<file path="src/rtl/core/pfe_pkg.sv">
// Shared types and constants for the Playfair encoder.
// No dependencies; pfe_queue, pfe_front, pfe_back and the top level import this package.
package pfe_pkg;

	// Square geometry and alphabet
	localparam int SIDE        = 5;
	localparam int CELLS       = SIDE * SIDE;
	localparam int LETTERS     = 26;
	localparam int LETTER_W    = 5;
	localparam int ROWCOL_W    = 3;
	localparam int POS_W       = 2 * ROWCOL_W;
	localparam int CELL_IDX_W  = $clog2(CELLS);
	localparam int LETTER_IDX_W = $clog2(LETTERS);
	localparam int FILL_W      = $clog2(CELLS + 1);

	// Command queue between front and back
	localparam int QUEUE_DEPTH = 2;

	// Configuration registers
	localparam int CFG_INDEX_W = 1;
	localparam int CFG_DATA_W  = LETTER_W;
	localparam logic [CFG_INDEX_W-1:0] CFG_OMITTED = 1'b0;
	localparam logic [CFG_INDEX_W-1:0] CFG_FILLER  = 1'b1;
	localparam logic [LETTER_W-1:0] OMITTED_RESET = 5'd16;
	localparam logic [LETTER_W-1:0] FILLER_RESET  = 5'd23;

	// Input actions
	typedef enum logic [1:0] {
		ACT_KEY_LETTER  = 2'd0,
		ACT_KEY_END     = 2'd1,
		ACT_TEXT_LETTER = 2'd2,
		ACT_TEXT_END    = 2'd3
	} action_t;

	// Commands handed from front to back
	typedef enum logic [1:0] {
		OP_KEY     = 2'd0,
		OP_KEY_END = 2'd1,
		OP_PAIR    = 2'd2,
		OP_BAD     = 2'd3
	} op_t;

	typedef struct packed {
		logic [1:0]          action;
		logic [LETTER_W-1:0] letter;
	} item_t;

	typedef struct packed {
		logic [LETTER_W-1:0] cipher_letter;
		logic                bad_letter;
		logic                last;
	} result_t;

	// For key commands a is the letter and b the omitted letter at issue time;
	// for pairs a and b are the two plaintext letters.
	typedef struct packed {
		op_t                 op;
		logic [LETTER_W-1:0] a;
		logic [LETTER_W-1:0] b;
	} cmd_t;

endpackage

</file>
<file path="src/rtl/core/pfe_ram.sv">
// Generic single-write, single-read RAM with registered read data.
// No dependencies.
module pfe_ram #(
	parameter int WIDTH = 8,
	parameter int DEPTH = 16
) (
	input  logic                     clk,
	input  logic                     we,
	input  logic [$clog2(DEPTH)-1:0] waddr,
	input  logic [WIDTH-1:0]         wdata,
	input  logic [$clog2(DEPTH)-1:0] raddr,
	output logic [WIDTH-1:0]         rdata
);

	logic [WIDTH-1:0] mem_q [DEPTH];
	logic [WIDTH-1:0] rdata_q;

	always_ff @(posedge clk) begin
		if (we) begin
			mem_q[waddr] <= wdata;
		end
		rdata_q <= mem_q[raddr];
	end

	assign rdata = rdata_q;

endmodule

</file>
<file path="src/rtl/core/pfe_queue.sv">
// Small command FIFO between the front classifier and the back executor.
// Depends on pfe_pkg for the command type and depth.
module pfe_queue (
	input  logic          clk,
	input  logic          arst_n,
	input  logic          push,
	input  pfe_pkg::cmd_t push_cmd,
	output logic          full,
	input  logic          pop,
	output logic          cmd_valid,
	output pfe_pkg::cmd_t cmd
);
	import pfe_pkg::*;

	localparam int PTR_W = (QUEUE_DEPTH > 1) ? $clog2(QUEUE_DEPTH) : 1;
	localparam int CNT_W = $clog2(QUEUE_DEPTH + 1);

	cmd_t             slot_q [QUEUE_DEPTH];
	logic [PTR_W-1:0] wr_ptr_q;
	logic [PTR_W-1:0] rd_ptr_q;
	logic [CNT_W-1:0] count_q;
	logic             do_push;
	logic             do_pop;

	function automatic logic [PTR_W-1:0] ptr_next(input logic [PTR_W-1:0] p);
		return (p == PTR_W'(QUEUE_DEPTH - 1)) ? '0 : p + PTR_W'(1);
	endfunction

	assign full      = (count_q == CNT_W'(QUEUE_DEPTH));
	assign cmd_valid = (count_q != '0);
	assign cmd       = slot_q[rd_ptr_q];
	assign do_push   = push && !full;
	assign do_pop    = pop && cmd_valid;

	// Payload slots
	always_ff @(posedge clk) begin
		if (do_push) begin
			slot_q[wr_ptr_q] <= push_cmd;
		end
	end

	// Pointers and fill level
	always_ff @(posedge clk or negedge arst_n) begin
		if (!arst_n) begin
			wr_ptr_q <= '0;
			rd_ptr_q <= '0;
			count_q  <= '0;
		end else begin
			if (do_push) begin
				wr_ptr_q <= ptr_next(wr_ptr_q);
			end
			if (do_pop) begin
				rd_ptr_q <= ptr_next(rd_ptr_q);
			end
			if (do_push && !do_pop) begin
				count_q <= count_q + CNT_W'(1);
			end else if (do_pop && !do_push) begin
				count_q <= count_q - CNT_W'(1);
			end
		end
	end

`ifndef SYNTHESIS
	a_no_overflow: assert property (@(posedge clk) disable iff (!arst_n)
		(push && full && !pop) |=> $stable(wr_ptr_q))
		else $error("queue write pointer moved while full");
	a_count_bound: assert property (@(posedge clk) disable iff (!arst_n)
		count_q <= CNT_W'(QUEUE_DEPTH))
		else $error("queue count beyond depth");
	a_ptr_gap: assert property (@(posedge clk) disable iff (!arst_n)
		(count_q == '0) |-> (wr_ptr_q == rd_ptr_q))
		else $error("empty queue with pointers apart");
`endif

endmodule

</file>
<file path="src/rtl/core/pfe_front.sv">
// Front end: accepts items, pairs text letters and issues commands.
// Depends on pfe_pkg for item and command types.
module pfe_front (
	input  logic                         clk,
	input  logic                         arst_n,
	input  logic                         item_valid,
	output logic                         item_stall,
	input  pfe_pkg::item_t               item,
	input  logic [pfe_pkg::LETTER_W-1:0] omitted,
	input  logic [pfe_pkg::LETTER_W-1:0] filler,
	input  logic                         q_full,
	output logic                         push,
	output pfe_pkg::cmd_t                push_cmd
);
	import pfe_pkg::*;

	logic [LETTER_W-1:0] pend_letter_q;
	logic                pend_valid_q;
	logic                take;
	logic                bad;
	logic                pend_load;
	logic                pend_clear;

	assign item_stall = q_full;
	assign take       = item_valid && !q_full;
	assign bad        = (item.letter >= LETTER_W'(LETTERS)) || (item.letter == omitted);

	// Classify the item into a command, if any
	always_comb begin
		push       = 1'b0;
		push_cmd   = '{op: OP_KEY, a: item.letter, b: omitted};
		pend_load  = 1'b0;
		pend_clear = 1'b0;
		unique case (action_t'(item.action))
			ACT_KEY_LETTER: begin
				push = take;
			end
			ACT_KEY_END: begin
				push     = take;
				push_cmd = '{op: OP_KEY_END, a: item.letter, b: omitted};
			end
			ACT_TEXT_LETTER: begin
				if (bad) begin
					push     = take;
					push_cmd = '{op: OP_BAD, a: item.letter, b: omitted};
				end else if (!pend_valid_q) begin
					pend_load = take;
				end else if (pend_letter_q == item.letter) begin
					// doubled letter: split with filler, letter stays pending
					push     = take;
					push_cmd = '{op: OP_PAIR, a: pend_letter_q, b: filler};
				end else begin
					push       = take;
					push_cmd   = '{op: OP_PAIR, a: pend_letter_q, b: item.letter};
					pend_clear = take;
				end
			end
			ACT_TEXT_END: begin
				if (pend_valid_q) begin
					push       = take;
					push_cmd   = '{op: OP_PAIR, a: pend_letter_q, b: filler};
					pend_clear = take;
				end
			end
			default: ;
		endcase
	end

	// Pending letter of an open pair
	always_ff @(posedge clk or negedge arst_n) begin
		if (!arst_n) begin
			pend_letter_q <= '0;
			pend_valid_q  <= 1'b0;
		end else if (pend_load) begin
			pend_letter_q <= item.letter;
			pend_valid_q  <= 1'b1;
		end else if (pend_clear) begin
			pend_valid_q <= 1'b0;
		end
	end

endmodule

</file>
<file path="src/rtl/core/pfe_back.sv">
// Back end: builds the square, encrypts pairs through two small RAMs and reports dropped letters.
// Depends on pfe_pkg and pfe_ram.
module pfe_back (
	input  logic             clk,
	input  logic             arst_n,
	input  logic             cmd_valid,
	input  pfe_pkg::cmd_t    cmd,
	output logic             cmd_pop,
	output logic             result_valid,
	input  logic             result_stall,
	output pfe_pkg::result_t result
);
	import pfe_pkg::*;

	typedef enum logic [3:0] {
		ST_IDLE,
		ST_KEY_END,
		ST_RD_B,
		ST_CALC,
		ST_SQ2,
		ST_E2,
		ST_OUT1,
		ST_OUT2,
		ST_BAD
	} state_t;

	state_t                state_q;
	logic [LETTERS-1:0]    used_q;
	logic [FILL_W-1:0]     fill_q;
	logic [ROWCOL_W-1:0]   fill_row_q;
	logic [ROWCOL_W-1:0]   fill_col_q;
	logic [LETTER_W-1:0]   walk_q;
	logic [LETTER_W-1:0]   omit_q;
	logic [LETTER_W-1:0]   b_q;
	logic [ROWCOL_W-1:0]   r1_q;
	logic [ROWCOL_W-1:0]   c1_q;
	logic [CELL_IDX_W-1:0] idx2_q;
	logic [LETTER_W-1:0]   e1_q;
	logic [LETTER_W-1:0]   e2_q;
	logic                  res_valid_q;
	result_t               res_q;

	logic [LETTER_W-1:0]     place_v;
	logic [LETTER_W-1:0]     place_omit;
	logic                    used_bit;
	logic                    placeable;
	logic                    place_en;
	logic                    load_ok;
	logic                    res_load;
	logic                    b_bad;
	logic [LETTER_IDX_W-1:0] pos_raddr;
	logic [POS_W-1:0]        pos_rdata;
	logic [CELL_IDX_W-1:0]   sq_raddr;
	logic [LETTER_W-1:0]     sq_rdata;
	logic [ROWCOL_W-1:0]     r2;
	logic [ROWCOL_W-1:0]     c2;
	logic [CELL_IDX_W-1:0]   idx1;
	logic [CELL_IDX_W-1:0]   idx2;

	function automatic logic [ROWCOL_W-1:0] wrap_inc(input logic [ROWCOL_W-1:0] x);
		return (x == ROWCOL_W'(SIDE - 1)) ? '0 : x + ROWCOL_W'(1);
	endfunction

	function automatic logic [CELL_IDX_W-1:0] cell_idx(input logic [ROWCOL_W-1:0] r,
			input logic [ROWCOL_W-1:0] c);
		return CELL_IDX_W'(r) * CELL_IDX_W'(SIDE) + CELL_IDX_W'(c);
	endfunction

	// Placement of one letter, from a key command or the key-end walk
	always_comb begin
		place_v    = (state_q == ST_KEY_END) ? walk_q : cmd.a;
		place_omit = (state_q == ST_KEY_END) ? omit_q : cmd.b;
		used_bit   = (place_v < LETTER_W'(LETTERS)) ? used_q[place_v] : 1'b1;
		placeable  = !used_bit && (place_v != place_omit) && (fill_q < FILL_W'(CELLS));
		place_en   = placeable && ((state_q == ST_KEY_END) ||
			(state_q == ST_IDLE && cmd_valid && cmd.op == OP_KEY));
	end

	assign cmd_pop  = (state_q == ST_IDLE) && cmd_valid;
	assign load_ok  = !res_valid_q || !result_stall;
	assign res_load = load_ok &&
		(state_q == ST_OUT1 || state_q == ST_OUT2 || state_q == ST_BAD);
	assign b_bad    = (b_q >= LETTER_W'(LETTERS));

	// Position lookup and rule selection
	always_comb begin
		pos_raddr = (state_q == ST_IDLE) ? cmd.a : (b_bad ? '0 : b_q);
		r2 = b_bad ? '0 : pos_rdata[POS_W-1:ROWCOL_W];
		c2 = b_bad ? '0 : pos_rdata[ROWCOL_W-1:0];
		if (r1_q == r2) begin
			idx1 = cell_idx(r1_q, wrap_inc(c1_q));
			idx2 = cell_idx(r2, wrap_inc(c2));
		end else if (c1_q == c2) begin
			idx1 = cell_idx(wrap_inc(r1_q), c1_q);
			idx2 = cell_idx(wrap_inc(r2), c2);
		end else begin
			idx1 = cell_idx(r1_q, c2);
			idx2 = cell_idx(r2, c1_q);
		end
		sq_raddr = (state_q == ST_CALC) ? idx1 : idx2_q;
	end

	// letter -> {row, col}
	pfe_ram #(.WIDTH(POS_W), .DEPTH(LETTERS)) u_pos_ram (
		.clk   (clk),
		.we    (place_en),
		.waddr (place_v[LETTER_IDX_W-1:0]),
		.wdata ({fill_row_q, fill_col_q}),
		.raddr (pos_raddr),
		.rdata (pos_rdata)
	);

	// cell -> letter
	pfe_ram #(.WIDTH(LETTER_W), .DEPTH(CELLS)) u_sq_ram (
		.clk   (clk),
		.we    (place_en),
		.waddr (fill_q[CELL_IDX_W-1:0]),
		.wdata (place_v),
		.raddr (sq_raddr),
		.rdata (sq_rdata)
	);

	// Payload registers of the pair datapath
	always_ff @(posedge clk) begin
		if (cmd_pop) begin
			b_q    <= cmd.b;
			omit_q <= cmd.b;
		end
		if (state_q == ST_RD_B) begin
			r1_q <= pos_rdata[POS_W-1:ROWCOL_W];
			c1_q <= pos_rdata[ROWCOL_W-1:0];
		end
		if (state_q == ST_CALC) begin
			idx2_q <= idx2;
		end
		if (state_q == ST_SQ2) begin
			e1_q <= sq_rdata;
		end
		if (state_q == ST_E2) begin
			e2_q <= sq_rdata;
		end
	end

	// Sequencer, square fill state and output register
	always_ff @(posedge clk or negedge arst_n) begin
		if (!arst_n) begin
			state_q     <= ST_IDLE;
			used_q      <= '0;
			fill_q      <= '0;
			fill_row_q  <= '0;
			fill_col_q  <= '0;
			walk_q      <= '0;
			res_valid_q <= 1'b0;
			res_q       <= '0;
		end else begin
			if (res_load) begin
				res_valid_q <= 1'b1;
			end else if (res_valid_q && !result_stall) begin
				res_valid_q <= 1'b0;
			end
			if (place_en) begin
				used_q[place_v[LETTER_IDX_W-1:0]] <= 1'b1;
				fill_q     <= fill_q + FILL_W'(1);
				fill_col_q <= wrap_inc(fill_col_q);
				if (fill_col_q == ROWCOL_W'(SIDE - 1)) begin
					fill_row_q <= fill_row_q + ROWCOL_W'(1);
				end
			end
			unique case (state_q)
				ST_IDLE: begin
					if (cmd_valid) begin
						unique case (cmd.op)
							OP_KEY: state_q <= ST_IDLE;
							OP_KEY_END: begin
								walk_q  <= '0;
								state_q <= ST_KEY_END;
							end
							OP_PAIR: state_q <= ST_RD_B;
							OP_BAD:  state_q <= ST_BAD;
							default: state_q <= ST_IDLE;
						endcase
					end
				end
				ST_KEY_END: begin
					walk_q <= walk_q + LETTER_W'(1);
					if (walk_q == LETTER_W'(LETTERS - 1)) begin
						state_q <= ST_IDLE;
					end
				end
				ST_RD_B: state_q <= ST_CALC;
				ST_CALC: state_q <= ST_SQ2;
				ST_SQ2:  state_q <= ST_E2;
				ST_E2:   state_q <= ST_OUT1;
				ST_OUT1: begin
					if (load_ok) begin
						res_q   <= '{cipher_letter: e1_q, bad_letter: 1'b0, last: 1'b0};
						state_q <= ST_OUT2;
					end
				end
				ST_OUT2: begin
					if (load_ok) begin
						res_q   <= '{cipher_letter: e2_q, bad_letter: 1'b0, last: 1'b1};
						state_q <= ST_IDLE;
					end
				end
				ST_BAD: begin
					if (load_ok) begin
						res_q   <= '{cipher_letter: '0, bad_letter: 1'b1, last: 1'b1};
						state_q <= ST_IDLE;
					end
				end
				default: state_q <= ST_IDLE;
			endcase
		end
	end

	assign result_valid = res_valid_q;
	assign result       = res_q;

`ifndef SYNTHESIS
	a_fill_bound: assert property (@(posedge clk) disable iff (!arst_n)
		fill_q <= FILL_W'(CELLS))
		else $error("square fill count beyond 25");
	a_fill_matches_used: assert property (@(posedge clk) disable iff (!arst_n)
		int'(fill_q) == $countones(used_q))
		else $error("fill count disagrees with used letters");
	a_pair_follows: assert property (@(posedge clk) disable iff (!arst_n)
		(result_valid && !result.last && !result_stall) |=>
		(result_valid && result.last && !result.bad_letter))
		else $error("first letter of a pair not followed by the second");
`endif

endmodule

</file>
<file path="src/rtl/core/playfair_cipher_encoder_top.sv">
// Playfair encoder with configurable omitted and filler letters: top level.
// Depends on pfe_pkg, pfe_front, pfe_queue and pfe_back.
//
// The front end takes one item per cycle whenever its two-entry command queue
// has room; text letters that only open a pair, and text end with nothing
// open, issue no command. The back end runs each queued command through
// two single-port-read RAMs (letter position and square): a key letter is
// placed as it is issued, key end walks all 26 letters after its issue, and
// a pair makes two position reads and two square reads before its first
// result, then gives its second result; a dropped letter gives one result.
// Results leave through an output register, so stalls on the result side
// hold the back end, and reach the front end once the command queue is full.
// The square must be complete before text is sent.
module playfair_cipher_encoder_top (
	input  logic                            clk,
	input  logic                            arst_n,
	input  logic                            item_valid,
	output logic                            item_stall,
	input  pfe_pkg::item_t                  item,
	output logic                            result_valid,
	input  logic                            result_stall,
	output pfe_pkg::result_t                result,
	input  logic                            cfg_wen,
	input  logic [pfe_pkg::CFG_INDEX_W-1:0] cfg_index,
	input  logic [pfe_pkg::CFG_DATA_W-1:0]  cfg_wdata
);
	import pfe_pkg::*;

	logic [LETTER_W-1:0] omitted_q;
	logic [LETTER_W-1:0] filler_q;
	logic                q_full;
	logic                push;
	cmd_t                push_cmd;
	logic                cmd_valid;
	cmd_t                cmd;
	logic                cmd_pop;

	// Configuration registers
	always_ff @(posedge clk or negedge arst_n) begin
		if (!arst_n) begin
			omitted_q <= OMITTED_RESET;
			filler_q  <= FILLER_RESET;
		end else if (cfg_wen) begin
			case (cfg_index)
				CFG_OMITTED: omitted_q <= cfg_wdata;
				CFG_FILLER:  filler_q  <= cfg_wdata;
				default: ;
			endcase
		end
	end

	pfe_front u_front (
		.clk        (clk),
		.arst_n     (arst_n),
		.item_valid (item_valid),
		.item_stall (item_stall),
		.item       (item),
		.omitted    (omitted_q),
		.filler     (filler_q),
		.q_full     (q_full),
		.push       (push),
		.push_cmd   (push_cmd)
	);

	pfe_queue u_queue (
		.clk       (clk),
		.arst_n    (arst_n),
		.push      (push),
		.push_cmd  (push_cmd),
		.full      (q_full),
		.pop       (cmd_pop),
		.cmd_valid (cmd_valid),
		.cmd       (cmd)
	);

	pfe_back u_back (
		.clk          (clk),
		.arst_n       (arst_n),
		.cmd_valid    (cmd_valid),
		.cmd          (cmd),
		.cmd_pop      (cmd_pop),
		.result_valid (result_valid),
		.result_stall (result_stall),
		.result       (result)
	);

endmodule

</file>
<file path="config.mk">
export PLATFORM = sky130hd
export DESIGN_NAME = playfair_cipher_encoder_top
export DESIGN_NICKNAME = d
export VERILOG_FILES = /design/src/rtl/core/pfe_pkg.sv /design/src/rtl/core/pfe_ram.sv /design/src/rtl/core/pfe_queue.sv /design/src/rtl/core/pfe_front.sv /design/src/rtl/core/pfe_back.sv /design/src/rtl/core/playfair_cipher_encoder_top.sv
export SDC_FILE = /design/constraint.sdc
export NUM_CORES = 1
export LEC_CHECK = 0
export ABC_AREA = 0
export BUFFER_PORTS_ARGS = -buffer_cell sky130_fd_sc_hd__buf_2
export CORE_MARGIN = 4
export CORE_UTILIZATION = 40
export CTS_CLUSTER_SIZE = 8
export DETAILED_ROUTE_END_ITERATION = 8
export PLACE_DENSITY_LB_ADDON = 0.12
export SKIP_LAST_GASP = 1
export SYNTH_ARGS = -nofsm -noshare
export SYNTH_HDL_FRONTEND = slang
export SYNTH_SLANG_ARGS = --single-unit
export TNS_END_PERCENT = 30
</file>
<file path="constraint.sdc">
create_clock -name clk -period 3.6 [get_ports clk]
set_input_delay 0.36 -clock clk [delete_from_list [all_inputs] [get_ports clk]]
set_output_delay 0.36 -clock clk [all_outputs]
set_load 0.01 [all_outputs]
</file>
# Word-level counts from Yosys, hierarchy flattened
# Memory sizes are Yosys's and may differ from the RTL's. A register that Yosys moved wholly into a read port is not among the register bits.
# Cells that the tools add are included.
# op_classes
add_sub_neg	18
n_mul	4
magnitude_cmp	6
n_eq_ne	33
muxes	61
n_bitwise	2
n_reduce_logical	41
# ops
op	count
$mux W5	12
$mux W12	3
$pmux W12 S3	1
$pmux W4 S8	1
$add A5 B3 Y5	6
$or A26 B26 Y26	1
$mux W1	21
$mux W3	7
$mux W7	3
$pmux W7 S3	1
$mul A3 B3 Y5 const B	4
$add A3 B1 Y3 const B	6
$eq A4 B3 Y1 const B	4
$mux W4	4
$pmux W4 S4	1
$eq A3 B3 Y1 const B	5
$logic_and A1 B1 Y1	13
$add A5 B1 Y5 const B	2
$eq A2 B2 Y1 const B	5
$eq A5 B5 Y1	2
$ge A5 B5 Y1 const B	2
$lt A5 B5 Y1 const B	2
$ne A2 B1 Y1 const B	5
$pmux W5 S2	1
29 further kinds	53
# word_totals
register_bits	100
ramBits	305
input_bits	18
out_inout_bits	9
word_cells	191
mem_count	3
# mem_list
memory	depth	width	read_ports	rd_ports_with_merged_regs	write_ports	line_no	rtl
u_back.u_pos_ram.mem_q	26	6	1	1	1	pfe_ram.sv:15	logic [WIDTH-1:0] mem_q [DEPTH];
u_back.u_sq_ram.mem_q	25	5	1	1	1	pfe_ram.sv:15	
u_queue.slot_q	2	12	1	0	1	pfe_queue.sv:18	cmd_t slot_q [QUEUE_DEPTH];

# Logic depth before layout (Yosys ltp)
# depth
depth_word	11
ltp_mapped	17
mapped_depth_nobuf	16

# Modules after synthesis
# From an unflattened synthesis, not the netlist that was laid out.
# hier_totals
cells_unflattened	1338
area_unflattened_um2	19341.0
# modules_own_cells
mod	n_inst	cells_each	area_per_inst_um2	seq_area_each_um2
pfe_ram (u_back.u_pos_ram)	1	329	6428.7	4804.6
pfe_back	1	567	5587.9	2132.0
pfe_ram (u_back.u_sq_ram)	1	272	5078.6	3853.7
pfe_queue	1	56	1069.8	820.8
pfe_front	1	92	744.5	150.1
playfair_cipher_encoder_top	1	22	431.7	256.5

# Least setup slack after synthesis
# Ideal clock, no wire load.
# synth_timing
path_kind	register -> register
from	reg u_back.r1_q[1]
to	reg u_back.u_sq_ram.rdata_q[2] (netlist: u_back.u_sq_ram.rdata[2]) (read register of u_back.u_sq_ram.mem_q)
setup_time_ns	0.134
arrival_ns	3.725
path_slack_ns	-0.259
stages_incl_launch_ff	17
synth_period_minus_slack_ns	3.859
cell_sequence	edfxtp_1 -> inv_1 -> ha_1 -> nand2b_1 -> mux2i_1 -> ha_1 -> ha_1 -> ha_1 -> a21o_1 -> a21oi_1 -> xor3_1 -> mux2i_1 -> a221o_1 -> buf_2 -> nand3_1 -> a211oi_1 -> or4_1
# synth_via
elab_chain_len	7
# synth_lines
item	line_no	rtl
from (decl)	pfe_back.sv:35	logic [ROWCOL_W-1:0] r1_q;
from (signal assigned)	pfe_back.sv:130	r1_q <= pos_rdata[POS_W-1:ROWCOL_W];
$add A3 B1 Y3 / $eq A3 B3 Y1 (equally long branches)	pfe_back.sv:61	return (x == ROWCOL_W'(SIDE - 1)) ? '0 : x + ROWCOL_W'(1);
$mux W3	pfe_back.sv:61	
$mul A3 B3 Y5	pfe_back.sv:66	return CELL_IDX_W'(r) * CELL_IDX_W'(SIDE) + CELL_IDX_W'(c);
$add A5 B3 Y5	pfe_back.sv:66	
$mux W5	pfe_back.sv:93	end else if (c1_q == c2) begin
$mux W5 *	pfe_back.sv:90	if (r1_q == r2) begin
$mux W5 *	pfe_back.sv:100	sq_raddr = (state_q == ST_CALC) ? idx1 : idx2_q;
to (decl)	pfe_ram.sv:16	logic [WIDTH-1:0] rdata_q;
# Mark *: on every way between the ends. The rest lies on a longest branch, timed or not.
# A chain may end at the register's enable or synchronous reset.

# Worst setup path in the final report
# layout_timing
from	reg u_back.r1_q[0]
to	reg u_back.u_sq_ram.rdata_q[4] (netlist: u_back.u_sq_ram.rdata[4]) (read register of u_back.u_sq_ram.mem_q)
# The elaborated chain is that of the path after synthesis.

==> flow_summary.html <==
<table>
<tr><th>Metric</th><th>Value</th></tr>
<tr><th colspan="2">Run status</th></tr>
<tr><td>Run status</td><td>finished, violations left</td></tr>
<tr><td>Failing checks</td><td>negative setup slack</td></tr>
<tr><th colspan="2">Layout</th></tr>
<tr><td>Diode insertion count for antenna repair</td><td>0</td></tr>
<tr><td>Share of cells above drive strength 1</td><td>a little over a quarter</td></tr>
<tr><td>Number of filler cells placed in the layout</td><td>4,042</td></tr>
<tr><td>Register area</td><td>approximately 12,000 sq um</td></tr>
<tr><td>Area used by multi-input combinational logic</td><td>around 6700 sq um</td></tr>
<tr><td>Nets</td><td>around 1,600</td></tr>
<tr><td>Final core utilization</td><td>around 50%</td></tr>
<tr><td>Area added between synthesis and finish</td><td>21.86%</td></tr>
<tr><td>Final Instance Area</td><td>23,020 sq um</td></tr>
<tr><th colspan="2">Timing</th></tr>
<tr><td>Period Utilization, post-route</td><td>101.9%</td></tr>
<tr><td>Worst Hold Slack</td><td>about 0.11 ns</td></tr>
<tr><td>Total setup violations reported at the end of the flow</td><td>4</td></tr>
<tr><td>Final clock skew</td><td>0.02183 ns</td></tr>
<tr><td>RSZ-0062 raised after global routing</td><td>yes</td></tr>
<tr><td>Minimum period implied by the final worst setup slack</td><td>3.670 ns</td></tr>
<tr><td>Max-slew violations</td><td>0</td></tr>
<tr><td>Slack of the critical path</td><td>-0.07014 ns</td></tr>
<tr><td>Pin slew with the least headroom to its limit</td><td>0.9073 ns</td></tr>
<tr><td>Number of hold violations in the final report</td><td>0</td></tr>
<tr><td>Max Clock Freq</td><td>272.5 MHz</td></tr>
<tr><td>Max-Slew Margin vs Limit</td><td>39.52%</td></tr>
<tr><th colspan="2">Worst setup path</th></tr>
<tr><td>Signal arrival time at the worst endpoint</td><td>4.14 ns</td></tr>
<tr><td>Startpoint type of the worst setup path</td><td>register</td></tr>
<tr><td>Critical register-to-register path endpoint</td><td>u_back.u_sq_ram.rdata[4]$_DFF_P_</td></tr>
<tr><td>Worst R2R Setup Slack</td><td>-0.07 ns</td></tr>
<tr><td>Startpoint of the worst-slack reg-to-reg timing path</td><td>u_back.r1_q[0]$_DFFE_PP_</td></tr>
<tr><td>List of cells traversed by the critical path</td><td>inv_2 &gt; ha_4 &gt; nand2b_4 &gt; mux2i_2 &gt; ha_1 &gt; ha_4 &gt; fa_1 &gt; a32o_1 &gt; o21ai_2 &gt; nand2_2 &gt; buf_12 &gt; mux2i_1 &gt; a22o_1 &gt; or4_1</td></tr>
<tr><td>Endpoint of the most critical setup path</td><td>u_back.u_sq_ram.rdata[4]$_DFF_P_</td></tr>
<tr><td>Critical Path Slowest Stage Cell</td><td>sky130_fd_sc_hd__or4_1</td></tr>
<tr><td>Type of element capturing the critical path</td><td>register</td></tr>
<tr><td>Category of the critical setup timing path</td><td>register to register</td></tr>
<tr><td>Top delay family on crit path</td><td>adder cells</td></tr>
<tr><td>Worst path most repeated cell</td><td>sky130_fd_sc_hd__ha_4</td></tr>
<tr><td>Maximum fanout along the worst path</td><td>20</td></tr>
<tr><td>Required time at the endpoint of the critical path</td><td>4.07 ns</td></tr>
<tr><td>Cell depth of the worst setup path</td><td>14</td></tr>
<tr><td>Worst reg-to-reg path cell count</td><td>14</td></tr>
<tr><td>Critical Path Source</td><td>u_back.r1_q[0]$_DFFE_PP_</td></tr>
<tr><td>Worst stage delay on the critical path</td><td>between 0.5 and 0.6 ns</td></tr>
<tr><td>Critical path buffer and inverter count</td><td>2</td></tr>
<tr><th colspan="2">Power</th></tr>
<tr><td>NetSw</td><td>6.762 mW</td></tr>
<tr><td>Sequential group share of total power</td><td>34.1%</td></tr>
<tr><td>Maximum ir drop on the vdd rail</td><td>0.4445 mV</td></tr>
<tr><td>Power density over the cells</td><td>848.5 nW/um^2</td></tr>
<tr><td>Cell Int Power</td><td>12.77 mW</td></tr>
<tr><td>Share of total power in combinational logic</td><td>~40%</td></tr>
<tr><td>Cell leakage power</td><td>approximately 9 nW</td></tr>
<tr><td>Part of the power in the clock network</td><td>26.2%</td></tr>
<tr><td>Switching share of power</td><td>34.62%</td></tr>
<tr><th colspan="2">Synthesis</th></tr>
<tr><td>Synthesized flop and latch total</td><td>416</td></tr>
<tr><td>Sequential share of the synthesized area</td><td>63.62%</td></tr>
<tr><td>Post-synthesis compound-gate area fraction</td><td>7.067%</td></tr>
<tr><td>Post-synthesis net count</td><td>approximately 1,400</td></tr>
<tr><td>Post-synthesis share of cell area spent on xor and xnor gates</td><td>2.629%</td></tr>
<tr><td>Mux contribution to synthesized area</td><td>13.37%</td></tr>
<tr><td>Async SR Flop Fraction</td><td>between 15 and 20%</td></tr>
<tr><td>Yosys cell types</td><td>79</td></tr>
<tr><td>Largest family of logic cells by synthesized area</td><td>multiplexers</td></tr>
<tr><td>Warnings, synthesis</td><td>0</td></tr>
<tr><td>Primary FF master, synth</td><td>sky130_fd_sc_hd__edfxtp_1</td></tr>
<tr><td>Number of enable-type register cells in the synthesized netlist</td><td>331</td></tr>
<tr><td>Simple-gate share of the synthesized area</td><td>7.577%</td></tr>
<tr><td>Cell area after technology mapping</td><td>18,890 sq um</td></tr>
<tr><td>Syn Area/Cell</td><td>14.55 sq um</td></tr>
<tr><td>Mapped Cells</td><td>1,298</td></tr>
<tr><td>Fraction of the mapped netlist area in adder cells</td><td>3.577%</td></tr>
<tr><th colspan="2">Die</th></tr>
<tr><td>Die outline width</td><td>225.3 um</td></tr>
<tr><td>Number of cell rows</td><td>79</td></tr>
<tr><td>Ports placed on the boundary</td><td>27</td></tr>
<tr><td>Initial core utilization</td><td>40.49%</td></tr>
<tr><td>Core area</td><td>46,650 sq um</td></tr>
<tr><td>Vert. Die Dim</td><td>225.3 um</td></tr>
<tr><td>Area of the die</td><td>50,770 sq um</td></tr>
<tr><th colspan="2">Global route</th></tr>
<tr><td>Number of global-route vias before repair</td><td>~12,000</td></tr>
<tr><td>Pin count of the biggest net entering global routing</td><td>between 50 and 60</td></tr>
<tr><td>Overall fraction of global-route tracks in use</td><td>between 10% and 20%</td></tr>
<tr><td>Initial antenna violation count</td><td>0</td></tr>
<tr><td>Remaining global-route overflow</td><td>0</td></tr>
<tr><td>Global-route wire length before repair</td><td>around 68 mm</td></tr>
<tr><th colspan="2">Place</th></tr>
<tr><td>Area after DPL</td><td>20,960 sq um</td></tr>
<tr><td>Placer Congestion</td><td>between 0.8 and 0.9</td></tr>
<tr><td>Number of port buffers</td><td>26</td></tr>
<tr><td>HPWL after detailed placement</td><td>28.99 mm</td></tr>
<tr><th colspan="2">CTS</th></tr>
<tr><td>Max Root-Sink Buffers</td><td>3</td></tr>
<tr><td>Clock tree from TritonCTS</td><td>done</td></tr>
<tr><td>Cts bufs inserted</td><td>between 50 and 60</td></tr>
<tr><td>TritonCTS Sinks</td><td>416</td></tr>
<tr><td>Clock Pin Slew Worst Setup and Hold Paths</td><td>0.06 ns</td></tr>
<tr><td>Number of H-tree branching levels</td><td>2</td></tr>
<tr><td>Clock insertion delay at the later pin of the skew report</td><td>0.60 ns</td></tr>
<tr><td>Root cell of the clock tree</td><td>sky130_fd_sc_hd__clkbuf_16</td></tr>
<tr><th colspan="2">Drt</th></tr>
<tr><td>Average wire per standard cell</td><td>19.82 um</td></tr>
<tr><td>Final WL</td><td>~43 mm</td></tr>
<tr><td>DRT Pass-1 Iters</td><td>5</td></tr>
<tr><td>Detailed-route vias per instance</td><td>5.162</td></tr>
<tr><td>Via count</td><td>11,220</td></tr>
<tr><td>Number of antenna-violating nets in the routed design</td><td>0</td></tr>
<tr><td>Number of design rule violations left after detail routing</td><td>0</td></tr>
<tr><td>Starting DRC count in detailed routing</td><td>492</td></tr>
<tr><th colspan="2">Run</th></tr>
<tr><td>Maxcap violations</td><td>0</td></tr>
<tr><th colspan="2">Min path</th></tr>
<tr><td>Min-delay worst type</td><td>input port to register</td></tr>
</table>
-- layout make-up --
cell class / count / area share [%]
clock buffer: 106 / 7.131
clock inverter: 4 / 0.3696
inverter: 39 / 0.6359
multi-input combinational: 792 / 29.10
sequential: 416 / 52.21
tap: 607 / 3.299
timing repair buffer: 210 / 7.256
-- power by group through the flow --
stage	Sequential, mW	Combinational [mW]	Clock, mW
after floorplan	6.69	4.93	0
after global placement	6.74	7.48	0
after detailed placement	6.75	7.58	0
after CTS	6.67	7.73	5.27
after global routing	6.74	8.52	5.49
final	6.67	7.75	5.11
-- synth_stat cells (5+ instances only) --
cell type	number	area (sq um)
sky130_fd_sc_hd__edfxtp_1	331	9940
sky130_fd_sc_hd__mux2i_1	113	1131
sky130_fd_sc_hd__nor2_1	82	307.8
sky130_fd_sc_hd__nand2_1	71	266.5
sky130_fd_sc_hd__dfrtp_1	69	1727
sky130_fd_sc_hd__o21ai_0	47	235.2
sky130_fd_sc_hd__ha_1	46	575.6
sky130_fd_sc_hd__a21oi_1	41	205.2
sky130_fd_sc_hd__mux2_2	40	450.4
sky130_fd_sc_hd__inv_1	39	146.4
sky130_fd_sc_hd__mux4_2	36	810.8
sky130_fd_sc_hd__nand3_1	31	155.2
sky130_fd_sc_hd__xnor2_1	28	245.2
sky130_fd_sc_hd__nor3_1	27	135.1
sky130_fd_sc_hd__clkbuf_1	26	97.59
sky130_fd_sc_hd__xor2_1	26	227.7
sky130_fd_sc_hd__or2_1	20	125.1
sky130_fd_sc_hd__buf_2	15	75.07
sky130_fd_sc_hd__o211ai_1	15	112.6
sky130_fd_sc_hd__a22o_1	14	122.6
sky130_fd_sc_hd__nor2b_1	14	87.58
sky130_fd_sc_hd__dfxtp_1	11	220.2
sky130_fd_sc_hd__a211oi_1	9	67.56
sky130_fd_sc_hd__a21o_1	9	67.56
sky130_fd_sc_hd__a22oi_1	9	67.56
sky130_fd_sc_hd__a31oi_1	8	50.05
sky130_fd_sc_hd__o31ai_1	8	60.06
sky130_fd_sc_hd__o21bai_1	7	52.55
sky130_fd_sc_hd__buf_6	5	56.30
sky130_fd_sc_hd__dfstp_2	5	131.4
sky130_fd_sc_hd__fa_1	5	100.1
sky130_fd_sc_hd__nand2b_1	5	31.28
sky130_fd_sc_hd__nor3_2	5	50.05
sky130_fd_sc_hd__nor4_1	5	31.28
-- layout by cell type (no fill, tap or decap), types with 6 or more instances in the layout --
cell	instances
sky130_fd_sc_hd__buf_2	25
sky130_fd_sc_hd__buf_12	8
sky130_fd_sc_hd__mux2_2	40
sky130_fd_sc_hd__mux2i_1	110
sky130_fd_sc_hd__a211oi_1	8
sky130_fd_sc_hd__xor2_1	26
sky130_fd_sc_hd__clkbuf_1	47
sky130_fd_sc_hd__a22o_1	14
sky130_fd_sc_hd__clkbuf_16	58
sky130_fd_sc_hd__a22oi_1	8
sky130_fd_sc_hd__ha_1	43
sky130_fd_sc_hd__mux4_2	38
sky130_fd_sc_hd__dfxtp_1	11
sky130_fd_sc_hd__o21ai_0	47
sky130_fd_sc_hd__a21o_1	9
sky130_fd_sc_hd__nor2b_1	13
sky130_fd_sc_hd__xnor2_1	28
sky130_fd_sc_hd__edfxtp_1	331
sky130_fd_sc_hd__nand2_1	67
sky130_fd_sc_hd__buf_4	164
sky130_fd_sc_hd__dlygate4sd3_1	7
sky130_fd_sc_hd__inv_1	37
sky130_fd_sc_hd__o21bai_1	7
sky130_fd_sc_hd__nor3_1	23
sky130_fd_sc_hd__nor2_1	79
sky130_fd_sc_hd__o31ai_1	8
sky130_fd_sc_hd__a21oi_1	39
sky130_fd_sc_hd__o211ai_1	15
sky130_fd_sc_hd__dfrtp_1	69
sky130_fd_sc_hd__nand3_1	30
sky130_fd_sc_hd__or2_1	20
sky130_fd_sc_hd__nor3_2	7
sky130_fd_sc_hd__a31oi_1	6
-- layer usage --
layer / routed length (um) / vias up / track usage (%)
met4: 938 / 0 / 4.624
met5: 0 / - / 0
met2: 21440 / 186 / 29.46
li1: - / 5399 / -
met3: 1530 / 66 / 2.748
met1: 19180 / 5571 / 22.91
-- through the flow --
step / power (mW) / TNS [ns] / std cells / worst slack (ns)
2_1_floorplan: 11.62 / -11.58 / 1298 / -0.1308
3_3_place_gp: 14.22 / -7.801 / 2045 / -0.1626
3_5_place_dp: 14.32 / -13.16 / 2045 / -0.1521
4_1_cts: 19.66 / -0.1985 / 2166 / -0.07167
5_1_grt: 20.75 / -4.482 / 2174 / -0.2358
6_report: 19.53 / -0.1315 / 2174 / -0.07014
-- repair_timing --
item / 4_1_cts / 5_1_grt
buffers inserted: 2 / 8
gates resized for setup: 14 / 27
cloned: 2 / 0
pin swaps: 2 / 4
hold buffers: 7 / 0
endpoints found under the setup margin: 158 / 121
hold endpoints to repair: 59 / 0
-- logic make-up after synthesis --
group           Yosys count
compound gates          201
xor+xnor                 55
fa+ha+maj                51
buf+inv                  90
flops                   416
mux                     196
simple gates            289
-- how the worst min path moves through the flow --
stage / from / endpoint / slack [ns] / cells past startpoint
3_3_place_gp: u_back.used_q[5]$_DFFE_PN0P_ / u_back.used_q[5]$_DFFE_PN0P_ / 0.45 / 1
3_5_place_dp: u_back.used_q[5]$_DFFE_PN0P_ / u_back.used_q[5]$_DFFE_PN0P_ / 0.45 / 1
6_report: item[2] / u_front.pend_letter_q[2]$_DFFE_PN0P_ / 0.11 / 2
2_1_floorplan: arst_n / filler_q[3]$_DFFE_PN0P_ / 0.06 / 0
4_1_cts: item[0] / u_front.pend_letter_q[0]$_DFFE_PN0P_ / 0.08 / 2
5_1_grt: item[0] / u_front.pend_letter_q[0]$_DFFE_PN0P_ / 0.1 / 2
-- registers in the layout, indices dropped and copies added (netlist names), 6 cells and up --
name and cells:
u_back.u_sq_ram.mem_q 125, u_queue.slot_q 24, u_back.result 7, u_back.u_pos_ram.rdata 6, u_back.u_pos_ram.mem_q 156, u_back.used_q 26
(Power assumes the default switching activity.)
